===== src/hdl/rsrs_pkg.sv =====
package rsrs_pkg;

  // Fixed field widths.
  localparam int unsigned LABEL_W    = 10;
  localparam int unsigned MIN_W      = 24;
  localparam int unsigned MAXSEL_W   = 4;
  localparam int unsigned CFG_IDX_W  = 2;
  localparam int unsigned CFG_DATA_W = 24;

  // Configuration register indexes.
  localparam logic [CFG_IDX_W-1:0] REG_MIN_REGION_SIZE = 2'd0;
  localparam logic [CFG_IDX_W-1:0] REG_MAX_SELECTED    = 2'd1;

  // Configuration reset values.
  localparam logic [MIN_W-1:0]    MIN_SIZE_RST = 24'd1;
  localparam logic [MAXSEL_W-1:0] MAX_SEL_RST  = 4'd8;

  // Commands from the controller to the histogram datapath.
  typedef struct packed {
    logic pix_acc;   // a pixel is accepted this cycle
    logic zero_wr;   // write zero at the sweep address
    logic scan_rd;   // read the sweep address for ranking
    logic clr_high;  // clear the highest label
  } dp_cmd_t;

  // Commands from the controller to the ranking row.
  typedef struct packed {
    logic clr;       // drop all ranked entries
    logic emit;      // present the head entry and shift the row up
  } topk_cmd_t;

  // Status from the ranking row.
  typedef struct packed {
    logic head_valid;
    logic next_valid;
  } topk_stat_t;

endpackage


===== src/hdl/rsrs_topk.sv =====
module rsrs_topk #(
  parameter int unsigned MAX_SELECT = 8,
  parameter int unsigned COUNT_BITS = 24,
  parameter int unsigned AW         = 10
) (
  input  logic                   clk_i,
  input  logic                   rst_ni,
  input  rsrs_pkg::topk_cmd_t    cmd_i,
  input  logic                   cand_valid_i,
  input  logic [COUNT_BITS-1:0]  cand_size_i,
  input  logic [AW-1:0]          cand_lab_i,
  output rsrs_pkg::topk_stat_t   stat_o,
  output logic [AW-1:0]          res_lab_o,
  output logic [COUNT_BITS-1:0]  res_size_o,
  output logic                   res_found_o
);

  logic [MAX_SELECT-1:0] valid_q, valid_d;
  logic [COUNT_BITS-1:0] size_q [MAX_SELECT];
  logic [COUNT_BITS-1:0] size_d [MAX_SELECT];
  logic [AW-1:0]         lab_q  [MAX_SELECT];
  logic [AW-1:0]         lab_d  [MAX_SELECT];
  logic [MAX_SELECT-1:0] ahead;
  logic [MAX_SELECT-1:0] ahead_sh;
  logic [MAX_SELECT:0]   valid_ext;

  logic [AW-1:0]         res_lab_q;
  logic [COUNT_BITS-1:0] res_size_q;
  logic                  res_found_q;

  // Each cell decides whether the candidate ranks ahead of its entry.
  always_comb begin
    for (int k = 0; k < MAX_SELECT; k++) begin
      ahead[k] = !valid_q[k] || (cand_size_i > size_q[k]) ||
                 ((cand_size_i == size_q[k]) && (cand_lab_i > lab_q[k]));
    end
  end

  assign ahead_sh = ahead << 1;

  // Row update: clear, shift up for output, or insert in rank order.
  always_comb begin
    valid_d = valid_q;
    size_d  = size_q;
    lab_d   = lab_q;
    priority if (cmd_i.clr) begin
      valid_d = '0;
    end else if (cmd_i.emit) begin
      for (int k = 0; k < MAX_SELECT - 1; k++) begin
        valid_d[k] = valid_q[k+1];
        size_d[k]  = size_q[k+1];
        lab_d[k]   = lab_q[k+1];
      end
      valid_d[MAX_SELECT-1] = 1'b0;
    end else if (cand_valid_i) begin
      for (int k = 0; k < MAX_SELECT; k++) begin
        if (ahead[k] && !ahead_sh[k]) begin
          valid_d[k] = 1'b1;
          size_d[k]  = cand_size_i;
          lab_d[k]   = cand_lab_i;
        end
      end
      for (int k = 1; k < MAX_SELECT; k++) begin
        if (ahead_sh[k]) begin
          valid_d[k] = valid_q[k-1];
          size_d[k]  = size_q[k-1];
          lab_d[k]   = lab_q[k-1];
        end
      end
    end
  end

  always_ff @(posedge clk_i or negedge rst_ni) begin
    if (!rst_ni) begin
      valid_q <= '0;
    end else begin
      valid_q <= valid_d;
    end
  end

  // Cell payload and the result registers.
  always_ff @(posedge clk_i) begin
    size_q <= size_d;
    lab_q  <= lab_d;
    if (cmd_i.emit) begin
      res_found_q <= valid_q[0];
      res_size_q  <= valid_q[0] ? size_q[0] : '0;
      res_lab_q   <= valid_q[0] ? lab_q[0] : '0;
    end
  end

  assign valid_ext         = {1'b0, valid_q};
  assign stat_o.head_valid = valid_q[0];
  assign stat_o.next_valid = valid_ext[1];
  assign res_lab_o         = res_lab_q;
  assign res_size_o        = res_size_q;
  assign res_found_o       = res_found_q;

  // Occupied cells always form an unbroken run from the head.
  a_contiguous: assert property (@(posedge clk_i) disable iff (!rst_ni)
    (valid_q & (valid_q + 1'b1)) == '0)
    else $error("ranking row has a gap");

  // Emitting from an empty head leaves the row empty.
  a_empty_emit: assert property (@(posedge clk_i) disable iff (!rst_ni)
    (cmd_i.emit && !cmd_i.clr && !valid_q[0]) |=> (valid_q == '0))
    else $error("row not empty after emitting an empty head");

endmodule


===== config.mk =====
export PLATFORM = sky130hd
export DESIGN_NAME = rsrs_topk
export DESIGN_NICKNAME = d
export VERILOG_FILES = /design/src/hdl/rsrs_pkg.sv /design/src/hdl/rsrs_topk.sv
export SDC_FILE = /design/constraint.sdc
export NUM_CORES = 1
export LEC_CHECK = 0
export BUFFER_PORTS_ARGS = -buffer_cell sky130_fd_sc_hd__buf_2
export CORE_ASPECT_RATIO = 0.75
export CORE_MARGIN = 2
export CORE_UTILIZATION = 45
export DETAILED_ROUTE_END_ITERATION = 7
export PLACE_DENSITY = 0.7
export SYNTH_ARGS = -nofsm -noshare
export SYNTH_HDL_FRONTEND = slang
export SYNTH_SLANG_ARGS = --single-unit

===== constraint.sdc =====
create_clock -name clk_i -period 8.94 [get_ports clk_i]
set_clock_uncertainty 0.1 [all_clocks]
set_input_delay 0.447 -clock clk_i [delete_from_list [all_inputs] [get_ports clk_i]]
set_output_delay 0.447 -clock clk_i [all_outputs]
set_load 0.01 [all_outputs]

==> out/results.txt <==
Outcome = completed
Ant diodes = 0
Insertion delay to the later sink of the worst-skew pair = 560 ps
YS warnings = 0
Drt first pass iters = 6
Sequential share of the synthesized area = 42.16%
Hold WC Path Type = in -> reg
Worst EP required = 8920 ps
Crit path time final = 4990 ps
Pins Over Slew Limit = 0
Total track usage = 26.03%
CTS tree = yes
EDFF count, synth = 307
Most frequent cells in the layout = edfxtp_1, nand3_1, inv_1
Largest net degree at the start of global routing = 216
Critical path arrival = 4970 ps
Final Cell Area = 24200 sq um
Commonest non-fill, non-tap cell in the layout = edfxtp_1
Final ANT Viol Nets = 0
RR Endpoint = size_q[167]
DR iter-0 viols = 2847
Maximum vdd ir drop = 0.1158 mV
IO Pins = 76
FMAX = 200.4 MHz
Actual slew at the worst max-slew pin = 1325 ps
Top FF cell, synth = edfxtp_1
Unique cell type count in the Yosys netlist = 63
Yosys top cell by area = edfxtp_1
Initial core utilization = 45.72%
Post-synthesis compound-gate area fraction = 19.10%
RSZ-0062 raised after global routing = false
Post_cts resized = 0
Period utilisation layout = 55.82%
Crit path largest cell delay = 1120 ps
Placed cells = 2809
Clk sink count = 315
P_leak = 0.009943 uW
Detailed Place HPWL = 49.20 mm
Worst R2R Path Depth = 10
Share of layout cells above drive strength 1 = 10.02%
Area delta synth->final = 8.316%
Crit-path cells = inv_1 -> ha_1 -> a211o_1 -> o211ai_1 -> a21oi_1 -> a2111oi_0 -> a32o_1 -> buf_4 -> or2_2 -> a31oi_4
Post-layout nets = 2512
Yosys reg bits = 315
Area of the mapped netlist = 22340 sq um
Core Footprint = 48870 sq um
RD Place Congestion = 0.9211
Synth top area share = 41.26%
Post-Synth XOR/XNOR Area = 0%
Post-Syn Instances = 2252
Synth Area per Inst = 9.921 sq um
Final Hold Viols = 0
Layout Cells excl Fill = 2874
Fraction of synthesized area in multiplexers = 2.027%
Post-synthesis simple-gate area fraction = 13.43%
Largest family of logic cells by synthesized area = compound AO/OA/AOI/OAI gates
Root Driver = clkbuf_16
Flop2flop setup slack = 3950 ps
Power consumption = 3946 uW
Layout fillers = 4400
Worst Hold End = lab_q[0]
First-pass GRT wire length = 104.9 mm
Num CTS Buffers = 37
Slowest cell on the critical path = a2111oi_0
Residual DRC = 0
Setup TNS = 0 ps
Slew HR = 9.405%
Ys async rst share = 2.540%
Maximum fanout along the worst path = 36
P per Cell Area = 163.0 nW/um^2
Vias post-DR = 18830
Vias per std cell = 6.553
Synth Area in Adders = 15.23%
Crit Path Class = reg -> reg
Clk buf depth = 3
Post-DP Area = 23090 sq um
Syn nets = 2563
Hold path start = cand_lab_i[0]
Setup crit end kind = flop
Final setup vio count = 0
Remaining global-route overflow = 0
Die Height = 197.0 um
Routed WL per cell = 23.49 um
CP Launch Type = flop
I/O Buffers = 75
Row cnt = 70
Initial antenna violation count = 0
Vias in the first global route = 17870
Register clock-pin slew on the reported worst setup and hold paths = 60 ps
Max H-tree Level = 2
Max-Cap Viols = 0
Die Span X = 261.3 um
Worst reg2reg startpoint = size_q[185]
Die ar. = 51470 sq um
Worst hold path stage count = 2
Post-Route WL = 67.52 mm
Synth top area cells = edfxtp_1, ha_1, nand3_1
-- where the power goes --
part	internal (uW)	switching [uW]	total (uW)
registers	1750	58.0	1800
clock network	812	623	1440
logic	245	461	706
-- sequential cells by signal, summed over array words and instances, names as in the netlist --
register / count
size_q: 192
res_size_o: 24
res_found_o: 1
valid_q: 8
res_lab_o: 10
lab_q: 80
-- stage by stage --
step	hold slack, ps	util (%)	setup WS [ps]
floorplan	51.41	-	4136
global placement	246.2	47.25	3740
detailed placement	253.4	47.25	3667
CTS	108.2	49.52	3972
global route	129.7	49.52	3713
finish	122.2	49.52	3950
-- worst max-delay path, delay by kind of cell (launching register included) --
| family | cells | cell delay, ps |
|---|---|---|
| buf+inv | 2 | 470 |
| flops | 1 | 400 |
| compound gates | 6 | 2490 |
| simple gates | 1 | 760 |
| fa+ha+maj | 1 | 240 |
-- cell type report --
cell class              count  area [sq um]  area share [%]
multi-input cells        1476         11270           46.59
flip-flops and latches    315          9419           38.92
clock buffers              53          1049           4.333
inverters                 275          1040           4.296
well taps                 648         810.8           3.350
repair buffers             96         556.8           2.301
clock inverters            11         51.30          0.2120
-- metal layers --
layer | GRT usage (%) | part of all wire [%] | up-vias | wire length, um
li1 | - | - | 8497 | -
met1 | 42.09 | 47 | 9071 | 31530
met2 | 34.74 | 39 | 1159 | 26340
met3 | 4.141 | 12 | 107 | 7866
met4 | 7.891 | 2.6 | 0 | 1774
met5 | 0 | 0 | - | 0
-- cells in the mapped netlist (20+ instances only) --
master,number
o21ai_0,124
edfxtp_1,307
mux2_2,34
nand4_1,48
and3_1,38
o221ai_2,28
nor2_1,78
nor3_1,20
o221ai_1,167
a21o_1,66
buf_2,24
ha_1,272
clkbuf_1,150
nand2_1,51
nand3_1,301
a21oi_1,85
inv_1,274
-- worst max-delay path by stage --
stage / startpoint / to / slack (ps) / cells past startpoint
floorplan: cand_size_i[23] / lab_q[50] / 4140 / 10
global placement: cand_size_i[17] / size_q[161] / 3740 / 10
detailed placement: cand_size_i[17] / size_q[163] / 3670 / 10
finish: size_q[185] / size_q[167] / 3950 / 10
CTS: size_q[185] / size_q[167] / 3970 / 10
global route: size_q[185] / size_q[167] / 3710 / 10
-- cell families after synthesis --
logic type	count (synthesis)
and+or+nand+nor	591
DFF	315
buffers and inverters	461
adders and majority gates	272
AOI/OAI and AO/OA	572
muxes	41
-- what timing repair did --
action	in CTS	in global routing
endpoints found under the hold margin	8	0
hold buffers	1	0
setup buffers	0	0
No activity file was read; power rests on OpenSTA's default activity.
