--- config.mk ---
export PLATFORM = sky130hd
export DESIGN_NAME = rsrs_ctrl
export DESIGN_NICKNAME = d
export VERILOG_FILES = /design/src/hdl/rsrs_pkg.sv /design/src/hdl/rsrs_ctrl.sv
export SDC_FILE = /design/constraint.sdc
export NUM_CORES = 1
export LEC_CHECK = 0
export BUFFER_PORTS_ARGS = -buffer_cell sky130_fd_sc_hd__buf_2
export CORE_MARGIN = 2
export CORE_UTILIZATION = 50
export DETAILED_ROUTE_END_ITERATION = 7
export PLACE_DENSITY = 0.76
export RECOVER_POWER = 100
export REMOVE_ABC_BUFFERS = 1
export SLEW_MARGIN = 20
export SYNTH_ARGS = -nofsm -noshare
export SYNTH_HDL_FRONTEND = slang
export SYNTH_SLANG_ARGS = --single-unit
--- constraint.sdc ---
create_clock -name clk_i -period 2.5 [get_ports clk_i]
set_input_delay 0.5 -clock clk_i [delete_from_list [all_inputs] [get_ports clk_i]]
set_output_delay 0.5 -clock clk_i [all_outputs]
set_load 0.02 [all_outputs]
--- src/hdl/rsrs_pkg.sv ---
package rsrs_pkg;

  // Fixed field widths.
  localparam int unsigned LABEL_W    = 10;
  localparam int unsigned MIN_W      = 24;
  localparam int unsigned MAXSEL_W   = 4;
  localparam int unsigned CFG_IDX_W  = 2;
  localparam int unsigned CFG_DATA_W = 24;

  // Configuration register indexes.
  localparam logic [CFG_IDX_W-1:0] REG_MIN_REGION_SIZE = 2'd0;
  localparam logic [CFG_IDX_W-1:0] REG_MAX_SELECTED    = 2'd1;

  // Configuration reset values.
  localparam logic [MIN_W-1:0]    MIN_SIZE_RST = 24'd1;
  localparam logic [MAXSEL_W-1:0] MAX_SEL_RST  = 4'd8;

  // Commands from the controller to the histogram datapath.
  typedef struct packed {
    logic pix_acc;   // a pixel is accepted this cycle
    logic zero_wr;   // write zero at the sweep address
    logic scan_rd;   // read the sweep address for ranking
    logic clr_high;  // clear the highest label
  } dp_cmd_t;

  // Commands from the controller to the ranking row.
  typedef struct packed {
    logic clr;       // drop all ranked entries
    logic emit;      // present the head entry and shift the row up
  } topk_cmd_t;

  // Status from the ranking row.
  typedef struct packed {
    logic head_valid;
    logic next_valid;
  } topk_stat_t;

endpackage

--- src/hdl/rsrs_ctrl.sv ---
module rsrs_ctrl #(
  parameter int unsigned MAX_REGIONS = 1024,
  parameter int unsigned AW          = 10,
  parameter int unsigned SW          = 4
) (
  input  logic                 clk_i,
  input  logic                 rst_ni,
  input  logic                 start,
  input  logic                 last_i,
  output logic                 busy,
  input  logic [SW-1:0]        limit_i,
  input  logic                 scan_end_i,
  input  rsrs_pkg::topk_stat_t topk_stat_i,
  output rsrs_pkg::dp_cmd_t    dp_cmd_o,
  output rsrs_pkg::topk_cmd_t  topk_cmd_o,
  output logic [AW-1:0]        addr_o,
  output logic                 strobe_o,
  output logic                 last_o
);

  typedef enum logic [2:0] {
    ST_INIT,
    ST_RUN,
    ST_FLUSH,
    ST_SCAN,
    ST_SETTLE_RD,
    ST_SETTLE_CAND,
    ST_EMIT
  } state_e;

  state_e        state_q, state_d;
  logic [AW-1:0] idx_q, idx_d;
  logic [SW-1:0] cnt_q, cnt_d;
  logic          strobe_q, strobe_d;
  logic          last_q, last_d;
  logic          fin;

  assign busy = (state_q != ST_RUN);

  // The current result closes the frame when nothing more may follow it.
  assign fin = !topk_stat_i.head_valid || !topk_stat_i.next_valid ||
               (SW'(cnt_q + 1'b1) == limit_i);

  // Next state and commands.
  always_comb begin
    state_d    = state_q;
    idx_d      = idx_q;
    cnt_d      = cnt_q;
    strobe_d   = 1'b0;
    last_d     = last_q;
    dp_cmd_o   = '0;
    topk_cmd_o = '0;
    unique case (state_q)
      ST_INIT: begin
        dp_cmd_o.zero_wr = 1'b1;
        if (idx_q == AW'(MAX_REGIONS - 1)) begin
          idx_d   = '0;
          state_d = ST_RUN;
        end else begin
          idx_d = idx_q + 1'b1;
        end
      end
      ST_RUN: begin
        if (start) begin
          dp_cmd_o.pix_acc = 1'b1;
          if (last_i) begin
            state_d = ST_FLUSH;
          end
        end
      end
      ST_FLUSH: begin
        topk_cmd_o.clr = 1'b1;
        idx_d          = '0;
        state_d        = ST_SCAN;
      end
      ST_SCAN: begin
        dp_cmd_o.scan_rd = 1'b1;
        dp_cmd_o.zero_wr = 1'b1;
        if (scan_end_i) begin
          state_d = ST_SETTLE_RD;
        end else begin
          idx_d = idx_q + 1'b1;
        end
      end
      ST_SETTLE_RD: begin
        dp_cmd_o.clr_high = 1'b1;
        state_d           = ST_SETTLE_CAND;
      end
      ST_SETTLE_CAND: begin
        cnt_d   = '0;
        state_d = ST_EMIT;
      end
      ST_EMIT: begin
        topk_cmd_o.emit = 1'b1;
        strobe_d        = 1'b1;
        last_d          = fin;
        if (fin) begin
          state_d = ST_RUN;
        end else begin
          cnt_d = cnt_q + 1'b1;
        end
      end
      default: begin
        state_d = ST_INIT;
        idx_d   = '0;
      end
    endcase
  end

  // State and registered outputs.
  always_ff @(posedge clk_i or negedge rst_ni) begin
    if (!rst_ni) begin
      state_q  <= ST_INIT;
      idx_q    <= '0;
      cnt_q    <= '0;
      strobe_q <= 1'b0;
      last_q   <= 1'b0;
    end else begin
      state_q  <= state_d;
      idx_q    <= idx_d;
      cnt_q    <= cnt_d;
      strobe_q <= strobe_d;
      last_q   <= last_d;
    end
  end

  assign addr_o   = idx_q;
  assign strobe_o = strobe_q;
  assign last_o   = last_q;

  // A result strobe is only raised by the emit state.
  a_strobe_src: assert property (@(posedge clk_i) disable iff (!rst_ni)
    strobe_q |-> $past(state_q == ST_EMIT))
    else $error("result strobe without an emit cycle");

  // An accepted final pixel starts the frame wrap-up.
  a_last_flush: assert property (@(posedge clk_i) disable iff (!rst_ni)
    (start && !busy && last_i) |=> (state_q == ST_FLUSH))
    else $error("final pixel did not start the wrap-up");

endmodule

==> results.py <==
metrics = {
    "outcome": {
        "status": "finished clean",
    },
    "detailed_routing": {
        "drtAntennaViolNets": 0,
        "via_per_inst": 5.50,
        "routedWlPerCell_um": 13.1,
        "first_pass_iters": 4,
        "num_vias": 1050,
        "wl_um": 2500,
        "drcViolationCount": 0,
        "drtIter0Drc": 15,
    },
    "yosys": {
        "netlist_area_um2": 1170,
        "post_synth.cell_area_avg_um2": 8.75,
        "synthArstFlopShare_pct": 100,
        "yosys.area.top_type": "dfrtp_1",
        "yosysWarnings": 0,
        "syn_inst": 134,
        "synthFlopType": "dfrtp_1",
        "ys_seq_elements": 19,
        "synthDistinctLibCells": 37,
        "yosysSeqAreaShare_pct": 40.6,
        "synth.top_cell.area_share_pct": 40.6,
        "synthTopCellsByArea": "dfrtp_1 41%, xnor2_1 6.0%, nand2_1 5.4%",
        "synth-edff-count": 0,
    },
    "floorplanning": {
        "dieArea_um2": 2750,
        "initial_core_util_pct": 53.0,
        "core_area_um2": 2210,
        "fp.dieH_um": 52.4,
        "ios": 30,
        "dieWidth_um": 52.4,
        "placementRows": 17,
    },
    "timing": {
        "slew_viol_final": 0,
        "min_period_ns": 2.27,
        "fin_skew_ns": 0.00673,
        "relSlewSlack_pct": 31.5,
        "hold_ws_ns": 0.351,
        "timing.fmax_mhz": 440,
        "totalNegativeSetupSlack_ns": 0,
        "rsz0062_at_grt": "no",
        "finalSetupViolations": 0,
        "worst_pin_slew_ns": 1.03,
        "timing.final.crit_share_pct": 90.9,
        "hold_violations": 0,
    },
    "final_layout": {
        "diodes": 0,
        "layout.cells.non_filler": 191,
        "syn2layout_area_growth_pct": 12.6,
        "stdcell_area_um2": 1320,
        "drive_above_1_share_pct": 9.20,
        "nets": 177,
    },
    "worst_setup_path": {
        "cpMaxStageDelayCell": "dfrtp_1",
        "path_cells": "nor2b_1 -> or3_1 -> inv_1 -> clkbuf_1",
        "worst_ep_arrival_time_ns": 1.77,
        "critPathKind": "reg -> out",
        "slowest_delay_ns": 0.53,
        "start_kind": "register",
        "crit_required_ns": 2.00,
        "critPathMaxFanout": 15,
        "cp-end-kind": "output port",
    },
    "global_route": {
        "antenna_found_initial": 0,
        "track_usage_pct": 20.2,
        "grt_pass1_wl_um": 4170,
        "grt_max_degree": 20,
        "grt_pass1_vias": 991,
        "gr-total-overflow": 0,
    },
    "flow_run": {
        "max-cap-violations": 0,
    },
    "clocking": {
        "cts-hold-fix-buffers": 0,
        "post_cts_buffers": 0,
        "cts_tree": "built",
        "clock_sinks": 19,
        "clkLatencyLatePin_ns": 0.29,
        "cts_max_level": 1,
        "cts-resized-gates": 0,
        "clk_pin_slew_ns": 0.10,
        "cts_buffer_depth": 2,
        "root_buffer": "clkbuf_4",
        "cts-buffers-inserted": 3,
    },
    "placement": {
        "hpwl_um": 1900,
        "numPlacedInstances": 187,
        "postPlaceCellArea_um2": 1330,
        "gp_congestion": 0.753,
        "port_buffers": 29,
    },
    "power": {
        "ir_drop_v": 0.000608,
        "power.density_nw_per_um2": 977,
        "power_leakage_nw": 0.581,
    },
    "worst_hold_path": {
        "hp-class": "in -> async",
    },
}
registers in the layout, indices dropped and copies added, names as in the netlist:
signal and cells:
addr_o 10, cnt_q 4, last_o 1, state_q 3
strobe_o 1
metrics by stage:
step	total power (W)	util (%)	setup WS, ns
2_1_floorplan	0.000952	-	0.516
3_3_place_gp	0.00115	60.2	0.565
3_5_place_dp	0.00118	60.2	0.519
4_1_cts	0.00133	61.4	0.296
5_1_grt	0.00140	59.7	0.109
6_report	0.00129	59.7	0.228
worst paths after layout:
kind	slack, ns	start	end	depth (start not counted)
worst max-delay path	0.23	state_q[1]	dp_cmd_o[2]	4
worst min-delay path	0.35	rst_ni	state_q[2]	1
worst max register to register	0.28	cnt_q[0]	cnt_q[0]	6
worst min register to register	0.51	last_o	last_o	1
max in group asynchronous	1.53	rst_ni	addr_o[3]	1
min in group clk_i	0.49	scan_end_i	state_q[2]	3
critical path: cells and delay by family (launching register included):
family        cells  cell delay [ns]
flops             1             0.53
simple gates      2             0.62
buf+inv           2             0.33
logic make-up (layout without fill, tap and decap cells):
group | Yosys count | in the layout | share of synthesized area (%)
AO/OA/AOI/OAI | 29 | 29 | 18.3
XOR/XNOR | 10 | 10 | 7.47
adder cells (fa/ha/maj) | 2 | 2 | 2.13
buffers and inverters | 13 | 42 | 4.91
flip-flops | 19 | 19 | 40.6
multiplexers | 1 | 1 | 0.854
AND/OR/NAND/NOR | 60 | 60 | 25.8
synthesized netlist by cell type, drive strengths merged (2+ instances only):
| library cell | number |
|---|---|
| a21oi | 3 |
| a22o | 3 |
| and2 | 4 |
| and3 | 2 |
| buf | 3 |
| clkbuf | 2 |
| dfrtp | 19 |
| ha | 2 |
| inv | 8 |
| nand2 | 17 |
| nand2b | 5 |
| nand3 | 7 |
| nor2 | 11 |
| nor2b | 5 |
| o211ai | 4 |
| o21a | 2 |
| o21ai | 10 |
| o2bb2ai | 2 |
| or3 | 3 |
| xnor2 | 8 |
| xor2 | 2 |
area by class of cell:
class	instances	area, um2
flip-flops and latches	19	475
fillers	234	892
well taps	28	35.0
clock buffers	4	26.3
repair buffers	30	124
inverters	8	30.0
multi-input cells	102	629
routing by layer:
layer,up-vias,track usage (%),routed length (um)
met5,-,0,0
met2,23,33.3,1190
li1,519,-,-
met4,0,3.42,15
met1,506,26.0,1180
met3,2,6.57,112
layout by cell type (no fill, tap or decap), types with 2 or more instances in the layout:
cell and count:
dfrtp_1 19, and2_1 2, clkbuf_4 3, nor2b_1 5
or3_1 2, nand2_1 17, o2bb2ai_1 2, xnor2_1 8
clkbuf_1 22, nand3_1 7, nor2_1 11, o211ai_1 4
nand2b_1 5, and3_1 2, buf_2 9, inv_1 8
o21ai_0 10, o21a_1 2, a22o_1 3, ha_1 2
a21oi_1 3, xor2_1 2
report_power, final:
| group | leakage [nW] | switching [W] | total [W] | internal [W] |
|---|---|---|---|---|
| logic | 0.321 | 0.000418 | 0.000651 | 0.000233 |
| clock network | 0.0150 | 0.0000899 | 0.000152 | 0.0000621 |
| registers | 0.244 | 0.000114 | 0.000487 | 0.000373 |
(Power assumes the default switching activity.)
